### src/sv/console_io_port_mapper_defines.svh
// Assertion macros for the console I/O port mapper.
`ifndef CONSOLE_IO_PORT_MAPPER_DEFINES_SVH
`define CONSOLE_IO_PORT_MAPPER_DEFINES_SVH

// Same-cycle implication, checked out of reset.
`define CMP_ASSERT_NOW(label, ante, cons, msg) \
  label: assert property (@(posedge clk) disable iff (rst) (ante) |-> (cons)) \
    else $error(msg);

// Next-cycle implication, checked out of reset.
`define CMP_ASSERT_NEXT(label, ante, cons, msg) \
  label: assert property (@(posedge clk) disable iff (rst) (ante) |=> (cons)) \
    else $error(msg);

`endif

### src/sv/cmp_pkg.sv
// Shared codes and constants for the console I/O port mapper.
package cmp_pkg;

  typedef logic [2:0] route_t;
  typedef logic [1:0] req_kind_t;

  // Request kinds
  localparam req_kind_t REQ_READ   = 2'd0;
  localparam req_kind_t REQ_WRITE  = 2'd1;
  localparam req_kind_t REQ_UPDATE = 2'd2;

  // Route codes
  localparam route_t ROUTE_INTERNAL    = 3'd0;
  localparam route_t ROUTE_SND_WR      = 3'd1;
  localparam route_t ROUTE_VID_CTRL_WR = 3'd2;
  localparam route_t ROUTE_VID_DATA_WR = 3'd3;
  localparam route_t ROUTE_VCOUNT_RD   = 3'd4;
  localparam route_t ROUTE_VID_STAT_RD = 3'd5;
  localparam route_t ROUTE_VID_DATA_RD = 3'd6;

  // Port address bank, taken from address bits 7:6
  localparam logic [1:0] BANK_CTRL  = 2'd0;
  localparam logic [1:0] BANK_SOUND = 2'd1;
  localparam logic [1:0] BANK_VIDEO = 2'd2;
  localparam logic [1:0] BANK_PADS  = 2'd3;

  // Configuration register indexes
  localparam logic CFG_INPUT_MODE    = 1'b0;
  localparam logic CFG_EXPORT_REGION = 1'b1;

  localparam logic [7:0] MEM_CTRL_PORT  = 8'h3E;
  localparam logic [7:0] MEM_CTRL_RESET = 8'hA4;
  localparam logic [7:0] PAD_RESET      = 8'hFF;
  localparam logic [7:0] HCOUNT_VALUE   = 8'hFF;
  localparam logic [7:0] PAD_KEEP_LOW   = 8'h3F;
  localparam logic [7:0] NIBBLE_HI_MASK = 8'hF0;
  localparam logic [7:0] NIBBLE_LO_MASK = 8'hD0;
  localparam logic [7:0] NIBBLE_HI_FLAG = 8'h20;

endpackage

### src/sv/cmp_req_if.sv
// Request channel: one bus access or controller update per word.
interface cmp_req_if;
  logic       valid;
  logic       ready;
  logic [1:0] req_type;
  logic [7:0] port_addr;
  logic [7:0] write_value;
  logic [7:0] pad_one_bits;
  logic [7:0] pad_two_bits;
  logic [7:0] paddle_position;

  modport source (
    output valid, req_type, port_addr, write_value, pad_one_bits, pad_two_bits,
           paddle_position,
    input  ready
  );
  modport sink (
    input  valid, req_type, port_addr, write_value, pad_one_bits, pad_two_bits,
           paddle_position,
    output ready
  );
endinterface

### src/sv/cmp_res_if.sv
// Result channel: decoded outcome of one request per word.
interface cmp_res_if;
  logic       valid;
  logic       ready;
  logic [7:0] read_data;
  logic [2:0] route;
  logic [7:0] route_value;
  logic [7:0] mem_control;

  modport source (
    output valid, read_data, route, route_value, mem_control,
    input  ready
  );
  modport sink (
    input  valid, read_data, route, route_value, mem_control,
    output ready
  );
endinterface

### src/sv/console_io_port_mapper.sv
// Console I/O port mapper: decodes CPU port accesses and keeps pad/control state.
//
// Usage:
//   req carries one word per CPU port read, port write or controller update.
//   res returns exactly one word per request, in order: read_data for reads
//   served here, a route code and route_value for sound/video accesses, and
//   the memory control register as it stands after the request.
//   cfg_we/cfg_index/cfg_data write input_mode (index 0) and export_region
//   (index 1); write them only while no request is in flight.
// Timing:
//   One request per cycle sustained while res keeps draining. Each request
//   is decoded in the cycle it is accepted and its result sits in the
//   output register the next cycle. State updates happen at acceptance.
// Reset (rst, synchronous): output register empties, pads read 0xFF, memory
//   control 0xA4, paddle position and nibble flip-flop 0, joypad mode, export.
// Stall: while res is held off with a word waiting, req.ready drops; it is
//   high whenever the output register is empty or being drained.
`include "console_io_port_mapper_defines.svh"

module console_io_port_mapper
  import cmp_pkg::*;
(
  input  logic      clk,
  input  logic      rst,
  input  logic      cfg_we,
  input  logic      cfg_index,
  input  logic      cfg_data,
  cmp_req_if.sink   req,
  cmp_res_if.source res
);

  logic       input_mode;
  logic       export_region;
  logic [7:0] memory_control;
  logic [7:0] pad_one;
  logic [7:0] pad_two;
  logic [7:0] paddle_pos;
  logic       nibble_toggle;

  logic [7:0] memory_control_next;
  logic [7:0] pad_one_next;
  logic [7:0] pad_two_next;
  logic [7:0] paddle_pos_next;
  logic       nibble_toggle_next;
  logic [7:0] read_data_next;
  route_t     route_next;
  logic [7:0] route_value_next;

  logic       accept;
  logic [1:0] bank;
  logic       odd_port;

  assign req.ready = !res.valid || res.ready;
  assign accept    = req.valid && req.ready;
  assign bank      = req.port_addr[7:6];
  assign odd_port  = req.port_addr[0];

  always_ff @(posedge clk) begin
    if (rst) begin
      input_mode    <= 1'b0;
      export_region <= 1'b1;
    end else if (cfg_we) begin
      unique case (cfg_index)
        CFG_INPUT_MODE:    input_mode    <= cfg_data;
        CFG_EXPORT_REGION: export_region <= cfg_data;
        default: ;
      endcase
    end
  end

  always_comb begin
    memory_control_next = memory_control;
    pad_one_next        = pad_one;
    pad_two_next        = pad_two;
    paddle_pos_next     = paddle_pos;
    nibble_toggle_next  = nibble_toggle;
    read_data_next      = 8'h00;
    route_next          = ROUTE_INTERNAL;
    route_value_next    = 8'h00;

    case (req.req_type)
      REQ_READ: begin
        unique case (bank)
          BANK_CTRL: begin
            read_data_next = (req.port_addr == MEM_CTRL_PORT) ? memory_control
                                                              : req.port_addr;
          end
          BANK_SOUND: begin
            if (odd_port) read_data_next = HCOUNT_VALUE;
            else          route_next     = ROUTE_VCOUNT_RD;
          end
          BANK_VIDEO: begin
            route_next = odd_port ? ROUTE_VID_STAT_RD : ROUTE_VID_DATA_RD;
          end
          BANK_PADS: begin
            if (odd_port) begin
              read_data_next = pad_two;
            end else begin
              // Paddle: alternate high/low nibble, bit 5 flags the high one.
              if (input_mode) begin
                nibble_toggle_next = !nibble_toggle;
                if (!nibble_toggle) begin
                  pad_one_next = ((pad_one | NIBBLE_HI_FLAG) & NIBBLE_HI_MASK)
                               | {4'h0, paddle_pos[7:4]};
                end else begin
                  pad_one_next = (pad_one & NIBBLE_LO_MASK) | {4'h0, paddle_pos[3:0]};
                end
              end
              read_data_next = pad_one_next;
            end
          end
          default: ;
        endcase
      end
      REQ_WRITE: begin
        unique case (bank)
          BANK_CTRL: begin
            if (!odd_port) begin
              memory_control_next = req.write_value;
            end else if (req.write_value[0] && req.write_value[2]) begin
              // Control port write with TH pins as outputs: region bits to pad 2.
              pad_two_next = pad_two & PAD_KEEP_LOW;
              if (export_region) begin
                pad_two_next[7] = req.write_value[7];
                pad_two_next[6] = req.write_value[5];
              end
            end
          end
          BANK_SOUND: begin
            route_next       = ROUTE_SND_WR;
            route_value_next = req.write_value;
          end
          BANK_VIDEO: begin
            route_next       = odd_port ? ROUTE_VID_CTRL_WR : ROUTE_VID_DATA_WR;
            route_value_next = req.write_value;
          end
          BANK_PADS: ;
          default: ;
        endcase
      end
      REQ_UPDATE: begin
        pad_one_next    = req.pad_one_bits;
        pad_two_next    = req.pad_two_bits;
        paddle_pos_next = req.paddle_position;
      end
      default: ;
    endcase
  end

  always_ff @(posedge clk) begin
    if (rst) begin
      memory_control <= MEM_CTRL_RESET;
      pad_one        <= PAD_RESET;
      pad_two        <= PAD_RESET;
      paddle_pos     <= 8'h00;
      nibble_toggle  <= 1'b0;
      res.valid      <= 1'b0;
    end else begin
      if (accept) begin
        memory_control <= memory_control_next;
        pad_one        <= pad_one_next;
        pad_two        <= pad_two_next;
        paddle_pos     <= paddle_pos_next;
        nibble_toggle  <= nibble_toggle_next;
        res.valid      <= 1'b1;
      end else if (res.ready) begin
        res.valid      <= 1'b0;
      end
    end
  end

  always_ff @(posedge clk) begin
    if (accept) begin
      res.read_data   <= read_data_next;
      res.route       <= route_next;
      res.route_value <= route_value_next;
      res.mem_control <= memory_control_next;
    end
  end

  `CMP_ASSERT_NOW(a_internal_no_fwd,
    res.valid && res.route == ROUTE_INTERNAL, res.route_value == 8'h00,
    "internal result carries a forwarded byte")

  `CMP_ASSERT_NOW(a_routed_rd_no_data,
    res.valid && (res.route == ROUTE_VCOUNT_RD || res.route == ROUTE_VID_STAT_RD ||
                  res.route == ROUTE_VID_DATA_RD),
    res.read_data == 8'h00,
    "routed read returned data")

  `CMP_ASSERT_NEXT(a_domestic_region,
    accept && req.req_type == REQ_WRITE && bank == BANK_CTRL && odd_port &&
      req.write_value[0] && req.write_value[2] && !export_region,
    pad_two[7:6] == 2'b00,
    "domestic region copy left pad 2 bits set")

  `CMP_ASSERT_NEXT(a_joypad_no_toggle,
    accept && !input_mode && !cfg_we, $stable(nibble_toggle),
    "nibble flip-flop moved in joypad mode")

endmodule
### src/flat_wrapper.sv
// flat-port wrapper written by rule: the top's interface ports become plain ports
module console_io_port_mapper_flat import cmp_pkg::*;
  (clk, rst, cfg_we, cfg_index, cfg_data, req_valid, req_req_type, req_port_addr, req_write_value, req_pad_one_bits, req_pad_two_bits, req_paddle_position, req_ready, res_valid, res_read_data, res_route, res_route_value, res_mem_control, res_ready);
  cmp_req_if req_i ();
  cmp_res_if res_i ();
  input  logic clk;
  input  logic rst;
  input  logic cfg_we;
  input  logic cfg_index;
  input  logic cfg_data;
  input wire logic [$bits(req_i.valid)-1:0] req_valid;
  input wire logic [$bits(req_i.req_type)-1:0] req_req_type;
  input wire logic [$bits(req_i.port_addr)-1:0] req_port_addr;
  input wire logic [$bits(req_i.write_value)-1:0] req_write_value;
  input wire logic [$bits(req_i.pad_one_bits)-1:0] req_pad_one_bits;
  input wire logic [$bits(req_i.pad_two_bits)-1:0] req_pad_two_bits;
  input wire logic [$bits(req_i.paddle_position)-1:0] req_paddle_position;
  output wire logic [$bits(req_i.ready)-1:0] req_ready;
  output wire logic [$bits(res_i.valid)-1:0] res_valid;
  output wire logic [$bits(res_i.read_data)-1:0] res_read_data;
  output wire logic [$bits(res_i.route)-1:0] res_route;
  output wire logic [$bits(res_i.route_value)-1:0] res_route_value;
  output wire logic [$bits(res_i.mem_control)-1:0] res_mem_control;
  input wire logic [$bits(res_i.ready)-1:0] res_ready;
  assign req_i.valid = req_valid;
  assign req_i.req_type = req_req_type;
  assign req_i.port_addr = req_port_addr;
  assign req_i.write_value = req_write_value;
  assign req_i.pad_one_bits = req_pad_one_bits;
  assign req_i.pad_two_bits = req_pad_two_bits;
  assign req_i.paddle_position = req_paddle_position;
  assign req_ready = req_i.ready;
  assign res_valid = res_i.valid;
  assign res_read_data = res_i.read_data;
  assign res_route = res_i.route;
  assign res_route_value = res_i.route_value;
  assign res_mem_control = res_i.mem_control;
  assign res_i.ready = res_ready;
  console_io_port_mapper u_core (.clk(clk), .rst(rst), .cfg_we(cfg_we), .cfg_index(cfg_index), .cfg_data(cfg_data), .req(req_i), .res(res_i));
endmodule
### config.mk
export PLATFORM = sky130hd
export DESIGN_NAME = console_io_port_mapper_flat
export DESIGN_NICKNAME = d
export VERILOG_FILES = /design/src/sv/cmp_pkg.sv /design/src/sv/cmp_req_if.sv /design/src/sv/cmp_res_if.sv /design/src/sv/console_io_port_mapper.sv /design/src/flat_wrapper.sv
export VERILOG_INCLUDE_DIRS = /design/src /design/src/sv
export SDC_FILE = /design/constraint.sdc
export NUM_CORES = 1
export LEC_CHECK = 0
export BUFFER_PORTS_ARGS = -buffer_cell sky130_fd_sc_hd__buf_2
export CORE_ASPECT_RATIO = 0.8
export CORE_MARGIN = 8
export CORE_UTILIZATION = 35
export DETAILED_ROUTE_END_ITERATION = 6
export PLACE_DENSITY = 0.66
export SKIP_LAST_GASP = 1
export SLEW_MARGIN = 20
export SYNTH_ARGS = -nofsm -noshare
export SYNTH_HDL_FRONTEND = slang
export SYNTH_SLANG_ARGS = --single-unit
### constraint.sdc
create_clock -name clk -period 1.88 [get_ports clk]
set_input_delay 0.188 -clock clk [delete_from_list [all_inputs] [get_ports clk]]
set_output_delay 0.188 -clock clk [all_outputs]
set_load 0.1 [all_outputs]
==> results.tsv, run 1 <==
stage	metric	value	unit
drt	wl_per_cell	16.0	microns
synth	synthFlopType	dfxtp_1	
finish	area.sequential	0.00154	sq mm
placement	place_hpwl	5980	microns
sta	post-route-period-util	0.846	
sta	finalMaxSlewViolations	0	
finish	postLayoutCoreUtil	0.436	
drt	drt_iter0_drc	146	
synth	synth-edff-count	27	
die	rows	30	
worst_setup_path	r2r-end	u_core.res.read_data[0]	
worst_setup_path	crit_type	register to register	
clock_tree	clock-sinks	63	
grt	antenna_found_initial	0	
drt	drt-pass1-iter-count	4	
sta	finalSetupTns	0	ns
synth	synth.avg_cell_area	9.64	sq um
synth	ys_seq_elements	63	
finish	nNetsFinal	438	
sta	tightest_slew	0.524	ns
die	ios	78	
drt	postRouteAntennaNets	0	
drt	num_vias	2549	
synth	netlist_area	0.00295	sq mm
sta	setup_viol	0	
worst_setup_path	cp_slowest_stage_delay	0.51	ns
synth	synth_area_leaders	edfxtp_1 27%, dfxtp_1 24%, nand2_1 6.1%, a21oi_1 4.9%, mux2_2 4.6%	
drt	drc	0	
die	die_area	0.0116	sq mm
clock_tree	clock_path_buffers	2	
grt	grt_usage	0.139	
sta	max_freq	629	MHz
finish	insertedDiodeCount	0	
synth	ys_warn_count	0	
finish	drive_above_1_share	0.302	
clock_tree	tritoncts	built	
clock_tree	h-tree-depth	3	
worst_setup_path	cp.required	1.98	ns
placement	gp_congestion	0.882	
worst_setup_path	crit_fanout	7	
grt	gr-total-overflow	0	
sta	fin_skew	0.00902	ns
worst_setup_path	startpoint_type	register	
drt	routed_wl	8010	microns
worst_setup_path	cp.arrival	1.69	ns
die	initial_core_util	0.354	
power	p_leak	0.00152	uW
sta	slew_headroom	0.650	
synth	yosysTopAreaCell	edfxtp_1	
synth	synth_cell_types	42	
worst_hold_path	min_path_type	primary input to register	
die	die_x	119	microns
die	core-area	0.00833	sq mm
clock_tree	cts_resized	0	
clock_tree	clk_pin_slew_worst_paths	0.07	ns
synth	ys_seq_area_frac	0.519	
die	fp.dieH	98.1	microns
synth	synth_fp_nets	360	
grt	grt_pass1_wl	12700	microns
clock_tree	post_cts_buffers	0	
worst_setup_path	endpoint	u_core.res.read_data[0]	
clock_tree	insertion_delay	0.35	ns
worst_setup_path	startpoint	u_core.nibble_toggle	
worst_setup_path	reg2reg_depth	4	
status	outcome	finished clean	
worst_setup_path	cp.depth	4	
clock_tree	cts_buffers	9	
sta	rsz0062_at_grt	false	
placement	io_buffers	77	
worst_setup_path	reg2reg_slack	0.29	ns
drt	viasPerCell	5.10	
clock_tree	cts-root-buf	clkbuf_8	
power	p_per_area	907	mW/mm^2
grt	grt_pass1_vias	2491	
worst_setup_path	cpMaxStageDelayCell	dfxtp_1	
worst_setup_path	cp_top_family	flip-flops	
sta	period_needed	1.59	ns
job	cap_violations	0	
worst_setup_path	cp.buffers_inverters	0	
worst_setup_path	r2r_start	u_core.nibble_toggle	
synth	synthesis.instances	306	
finish	area_delta_synth_final	23.3	%
power	vdd_ir_drop_max	306	uV
finish	multi_input_area	0.00128	sq mm
finish	nFillCells	848	
synth	ys_async_sr_fraction	0	
worst_setup_path	path_cells	mux2_2 -> nand2_1 -> o21ai_0 -> a32o_1	
grt	grt_max_degree	36	
worst_setup_path	cp-end-kind	register	
sta	hold_violations	0	
clock_tree	cts-hold-fix-buffers	0	
synth	yosysTopAreaCellShare	0.275	
-- state kept, by name, summed over array words and instances, names as in the netlist --
signal and count:
u_core.nibble_toggle 1, u_core.res.route 3, u_core.export_region 1, u_core.pad_two 8
u_core.res.read_data 8, u_core.input_mode 1, u_core.paddle_pos 8, u_core.res.valid 1
u_core.memory_control 8, u_core.res.route_value 8, u_core.pad_one 8, u_core.res.mem_control 8
-- worst min-delay path by stage --
stage / startpoint / to / cells after the start
after floorplan: req_valid / u_core.res.valid / 2
after global placement: req_pad_two_bits[1] / u_core.pad_two[1] / 3
after detailed placement: req_pad_two_bits[5] / u_core.pad_two[5] / 3
after CTS: req_pad_two_bits[5] / u_core.pad_two[5] / 3
after global routing: req_pad_one_bits[4] / u_core.pad_one[4] / 3
final: req_pad_two_bits[0] / u_core.pad_two[0] / 3
-- report_power, final --
part | internal, uW | switching, uW
Combinational | 150 | 474
Sequential | 1500 | 30.4
Clock | 625 | 515
Total | 2280 | 1020
-- synth_stat cells (5+ instances only) --
library cell  number
ha_1               5
o211ai_1           6
mux2_2            12
nand3_1           18
clkbuf_1           6
nor2_1            22
buf_2              8
nor3_1             8
inv_1              9
o21ai_0           10
dfxtp_1           36
a21oi_1           29
edfxtp_1          27
and2_1             9
nand2_1           48
-- placed cells by master, fill, tap and decap left out, types with 10 or more instances in the layout --
master    count
o21ai_0      10
edfxtp_1     27
a21oi_1      29
buf_2        77
nand2_1      48
nand3_1      18
dfxtp_1      35
nor2_1       22
mux2_2       12
-- logic make-up (layout without fill, tap and decap cells) --
family	Yosys count	in the layout	share of synthesized area
AO/OA/AOI/OAI	71	71	0.153
adder cells (fa/ha/maj)	5	5	0.0212
buffers and inverters	28	110	0.0467
flip-flops	63	63	0.519
multiplexers	15	15	0.0560
AND/OR/NAND/NOR	124	124	0.204
-- layer usage --
| metal | track usage | vias up | part of all wire |
|---|---|---|---|
| li1 | - | 1257 | - |
| met4 | 0.0747 | 0 | 0.032 |
| met3 | 0.0536 | 23 | 0.090 |
| met1 | 0.180 | 1163 | 0.45 |
| met2 | 0.195 | 106 | 0.42 |
| met5 | 0 | - | 0 |
-- worst min-delay path: stages --
cell and delay, ns:
buf_2 0.08, nand2_1 0.04, nand3_1 0.07
-- through the flow --
| stage | worst slack [ns] | instance area [sq um] | total power [uW] | hold slack (ns) | instances |
|---|---|---|---|---|---|
| floorplan | 0.194 | 2960 | 2020 | 0.307 | 306 |
| global placement | 0.241 | 3440 | 2180 | 0.403 | 485 |
| detailed placement | 0.146 | 3440 | 2190 | 0.403 | 485 |
| CTS | 0.270 | 3640 | 3320 | 0.0410 | 500 |
| global route | 0.208 | 3640 | 3430 | 0.0472 | 500 |
| finish | 0.290 | 3640 | 3300 | 0.0572 | 500 |
-- layout make-up --
cell class	instances	share of cell area
clock buffers	12	0.0489
clock inverters	3	0.00413
inverters	10	0.0117
multi-input cells	215	0.352
flip-flops and latches	63	0.422
well taps	112	0.0385
repair buffers	85	0.123
Note: power is estimated with default switching activity, not from simulation.
==> run 2, diff against run 1 <==
Settings changed: PLACE_DENSITY 0.66 to 0.64.
Clock period 1.88 ns to 1.5 ns, I/O delays scaled along.
==> results.tsv, run 2 (synthesized netlist as in run 1, its figures left out) <==
stage	metric	value	unit
worst_setup_path	startpoint_type	register	
finish	final_common_cell	buf_2	
power	vdd_ir_drop_max	400	uV
grt	grt_pass1_vias	2635	
grt	grt_max_degree	36	
drt	drt-pass1-iter-count	4	
power	p_leak	0.00163	uW
finish	nNetsFinal	457	
worst_setup_path	cp.required	1.60	ns
sta	tightest_slew	0.526	ns
die	die_area	0.0116	sq mm
clock_tree	clk_pin_slew_worst_paths	0.07	ns
drt	num_vias	2640	
power	p_total	4270	uW
finish	final_cell_mix	77 x buf_2, 47 x nand2_1, 35 x dfxtp_1	
drt	wl_per_cell	15.7	microns
power	power_frac_clock	0.358	
clock_tree	insertion_delay	0.34	ns
sta	post-route-period-util	0.936	
finish	area_delta_synth_final	29.3	%
sta	hold_violations	0	
finish	nFillCells	831	
drt	viasPerCell	5.08	
sta	finalMaxSlewViolations	0	
drt	drc	0	
finish	insertedDiodeCount	0	
power	p_per_area	1120	mW/mm^2
sta	slew_headroom	0.648	
finish	finalNonFillerCells	520	
die	initial_core_util	0.354	
finish	multi_input_area	0.00130	sq mm
clock_tree	cts-hold-fix-buffers	0	
placement	gp_congestion	0.875	
sta	finalSetupTns	0	ns
drt	drt_iter0_drc	203	
finish	drive_above_1_share	0.348	
power	switching_share	0.306	
clock_tree	cts_buffers	9	
power	p_sw	1310	uW
worst_setup_path	cp-end-kind	register	
die	core-area	0.00833	sq mm
clock_tree	tritoncts	built	
sta	rsz0062_at_grt	false	
power	p_int	2970	uW
drt	postRouteAntennaNets	0	
clock_tree	clock-sinks	63	
worst_hold_path	min_path_type	primary input to register	
sta	setup_viol	0	
die	ios	78	
clock_tree	h-tree-depth	3	
clock_tree	cts_resized	1	
placement	io_buffers	77	
power	pwr-share-seq	0.450	
job	cap_violations	0	
clock_tree	post_cts_buffers	0	
finish	postLayoutCoreUtil	0.458	
clock_tree	cts-root-buf	clkbuf_8	
grt	grt_usage	0.141	
die	rows	30	
drt	routed_wl	8140	microns
grt	gr-total-overflow	0	
power	combPwrFrac	0.192	
sta	fin_skew	0.00856	ns
placement	place_hpwl	6220	microns
status	outcome	finished clean	
sta	max_freq	713	MHz
die	fp.dieH	98.1	microns
grt	antenna_found_initial	0	
worst_setup_path	crit_type	register to register	
worst_setup_path	crit_fanout	3	
placement	placed_cell_area	0.00360	sq mm
placement	place_inst	504	
clock_tree	clock_path_buffers	2	
finish	design_area	0.00381	sq mm
worst_setup_path	cp.arrival	1.51	ns
die	die_x	119	microns
grt	grt_pass1_wl	13100	microns
sta	period_needed	1.40	ns
finish	area.sequential	0.00154	sq mm
==> run 2: cell types whose count changed in the layout (fill, tap and decap cells not counted), moves of 2 or more <==
cell	previous run	this run
mux2i_1	3	1
buf_4	8	27
mux2i_2	0	2
inv_4	0	2
==> run 2: routing by layer <==
layer / track usage / vias to the layer above / wire length [microns]
li1: - / 1300 / -
met1: 0.168 / 1233 / 3540
met2: 0.225 / 97 / 3830
met3: 0.0507 / 10 / 652
met4: 0.0592 / 0 / 119
met5: 0 / - / 0
==> run 2: power groups by stage <==
stage | sequential [uW] | clock (uW) | combinational (uW)
floorplan | 2280 | 0 | 262
global placement | 1960 | 0 | 806
detailed placement | 1960 | 0 | 816
CTS | 1920 | 1560 | 820
global route | 1930 | 1640 | 874
finish | 1920 | 1530 | 820
==> run 2: final timing paths <==
path                   startpoint                 endpoint  slack [ns]  depth (start not counted)
min reg2reg  u_core.paddle_pos[6]     u_core.paddle_pos[6]        0.46                          2
min           req_pad_two_bits[0]        u_core.pad_two[0]        0.02                          3
max          u_core.nibble_toggle  u_core.res.read_data[0]         0.1                          4
max reg2reg  u_core.nibble_toggle  u_core.res.read_data[0]         0.1                          4
==> run 2: final cells by class <==
type	count	share of cell area
Sequential cell	63	0.403
Clock inverter	5	0.0138
Inverter	10	0.0118
Timing Repair Buffer	104	0.154
Clock buffer	11	0.0400
Multi-Input combinational cell	215	0.341
Tap cell	112	0.0368
==> run 2: critical path: stages, from the launching register on <==
cell,delay [ns]
dfxtp_1,0.36
mux2_2,0.34
nand2_1,0.09
o21ai_0,0.10
a32o_1,0.28
==> run 2: through the flow <==
stage | worst slack, ns | hold slack (ns)
after global placement | -0.0406 | 0.362
final | 0.0967 | 0.0188
after detailed placement | -0.0709 | 0.368
after global routing | 0.00265 | 0.00963
after floorplan | 0.0363 | 0.269
after CTS | 0.0813 | 0.00451
==> run 3, diff against run 2 <==
Settings changed: BUFFER_PORTS_ARGS -buffer_cell sky130_fd_sc_hd__buf_2 to default, DONT_BUFFER_PORTS from default to 1, PLACE_DENSITY 0.64 to 0.56.
==> results.tsv, run 3 (synthesized netlist as in run 1, its figures left out) <==
stage	metric	value	unit
status	outcome	finished clean	
sta	fin_ws	0.0724	ns
worst_setup_path	path_cells	mux2_2 -> nand2_1 -> o21ai_0 -> a32o_1	
die	fp.dieH	98.1	microns
sta	post-route-period-util	0.952	
drt	wl_per_cell	16.6	microns
sta	slew_headroom	0.457	
clock_tree	clock_path_buffers	2	
drt	routed_wl	8150	microns
drt	viasPerCell	5.09	
finish	insertedDiodeCount	0	
die	core-area	0.00833	sq mm
sta	period_needed	1.43	ns
die	initial_core_util	0.354	
placement	placed_cell_area	0.00334	sq mm
finish	final_common_cell	nand2_1	
worst_setup_path	cp.arrival	1.52	ns
clock_tree	h-tree-depth	3	
job	cap_violations	0	
finish	nNetsFinal	427	
worst_setup_path	startpoint_type	register	
placement	gp_congestion	0.859	
die	rows	30	
clock_tree	clk_pin_slew_worst_paths	0.07	ns
worst_setup_path	cpMaxStageDelayCell	dfxtp_1	
placement	io_buffers	0	
power	p_per_area	1060	mW/mm^2
finish	drive_above_1_share	0.196	
worst_hold_path	min_path_type	primary input to register	
power	p_total	4100	uW
sta	max_freq	700	MHz
drt	drt-pass1-iter-count	5	
grt	grt_max_degree	36	
power	switching_share	0.298	
power	p_int	2880	uW
clock_tree	insertion_delay	0.34	ns
worst_setup_path	crit_type	register to register	
power	vdd_ir_drop_max	400	uV
placement	pre_cts_slack	-0.0325	ns
die	ios	78	
worst_setup_path	cp.buffers_inverters	0	
worst_setup_path	crit_fanout	3	
clock_tree	cts_buffers	9	
power	power_frac_clock	0.336	
die	die_area	0.0116	sq mm
worst_setup_path	cp_top_family	compound AO/OA/AOI/OAI gates	
finish	postLayoutCoreUtil	0.462	
finish	final_cell_mix	47 x nand2_1, 39 x buf_4, 35 x dfxtp_1	
sta	setup_viol	0	
drt	num_vias	2494	
power	pwr-share-seq	0.470	
sta	tightest_slew	0.812	ns
worst_setup_path	cp.required	1.59	ns
finish	design_area	0.00385	sq mm
sta	fin_skew	0.00915	ns
drt	postRouteAntennaNets	0	
placement	place_hpwl	5910	microns
grt	grt_pass1_wl	12800	microns
clock_tree	tritoncts	built	
power	p_sw	1220	uW
finish	area_delta_synth_final	30.7	%
worst_setup_path	cp-end-kind	register	
grt	antenna_found_initial	0	
grt	gr-total-overflow	0	
grt	grt_pass1_vias	2445	
sta	rsz0062_at_grt	false	
sta	finalMaxSlewViolations	0	
die	die_x	119	microns
power	p_leak	0.00152	uW
clock_tree	cts-root-buf	clkbuf_8	
sta	hold_violations	0	
clock_tree	post_cts_buffers	0	
clock_tree	clock-sinks	63	
power	combPwrFrac	0.194	
drt	drc	0	
drt	drt_iter0_drc	147	
grt	grt_usage	0.140	
worst_setup_path	cp_slowest_stage_delay	0.36	ns
[run 3: changes by cell type in the layout (fill, tap and decap cells not counted), sizes merged]
cell	change
buf	-63
inv	-2
clkinv	+2
dlygate4sd3	+33
[run 3: layer usage]
metal  vias up  wire [microns]  global-route usage
li1       1241               -                   -
met1      1140            3600               0.173
met2       104            3730               0.216
met3         9             730              0.0559
met4         0              97              0.0514
met5         -               0                   0
[run 3: path summary, 6_finish.rpt]
kind                              from                         to  slack (ns)  cells past startpoint
hold / removal      req_write_value[7]  u_core.res.route_value[7]        0.01                      1
setup reg to reg  u_core.nibble_toggle    u_core.res.read_data[0]        0.07                      4
hold reg to reg   u_core.paddle_pos[6]       u_core.paddle_pos[6]        0.45                      2
setup / recovery  u_core.nibble_toggle    u_core.res.read_data[0]        0.07                      4
[run 3: layout make-up]
class | instances | area [sq um]
clock buffer | 11 | 131
clock inverter | 5 | 48.8
fill | 806 | 4480
inverter | 10 | 45.0
multi-input combinational | 215 | 1290
sequential | 63 | 1540
tap | 112 | 140
timing repair buffer | 74 | 663
[run 3: repair_timing]
item                                    4_1_cts  5_1_grt
endpoints found under the setup margin        0        1
hold buffers                                 31        2
hold endpoints to repair                     31        2
gates resized for setup                       0        1
[run 3: through the flow]
stage	instances	TNS, ns	hold WS (ns)
2_1_floorplan	306	0	0.269
3_3_place_gp	441	0	0.218
3_5_place_dp	441	-0.0365	0.221
4_1_cts	488	0	0.000747
5_1_grt	490	0	0.000966
6_report	490	0	0.0126
[run 3: power groups by stage]
stage	clock [uW]	sequential (uW)	combinational, uW
after global placement	0	1960	709
after detailed placement	0	1960	714
after floorplan	0	2280	262
after CTS	1410	1930	790
after global routing	1470	1930	844
final	1380	1930	796
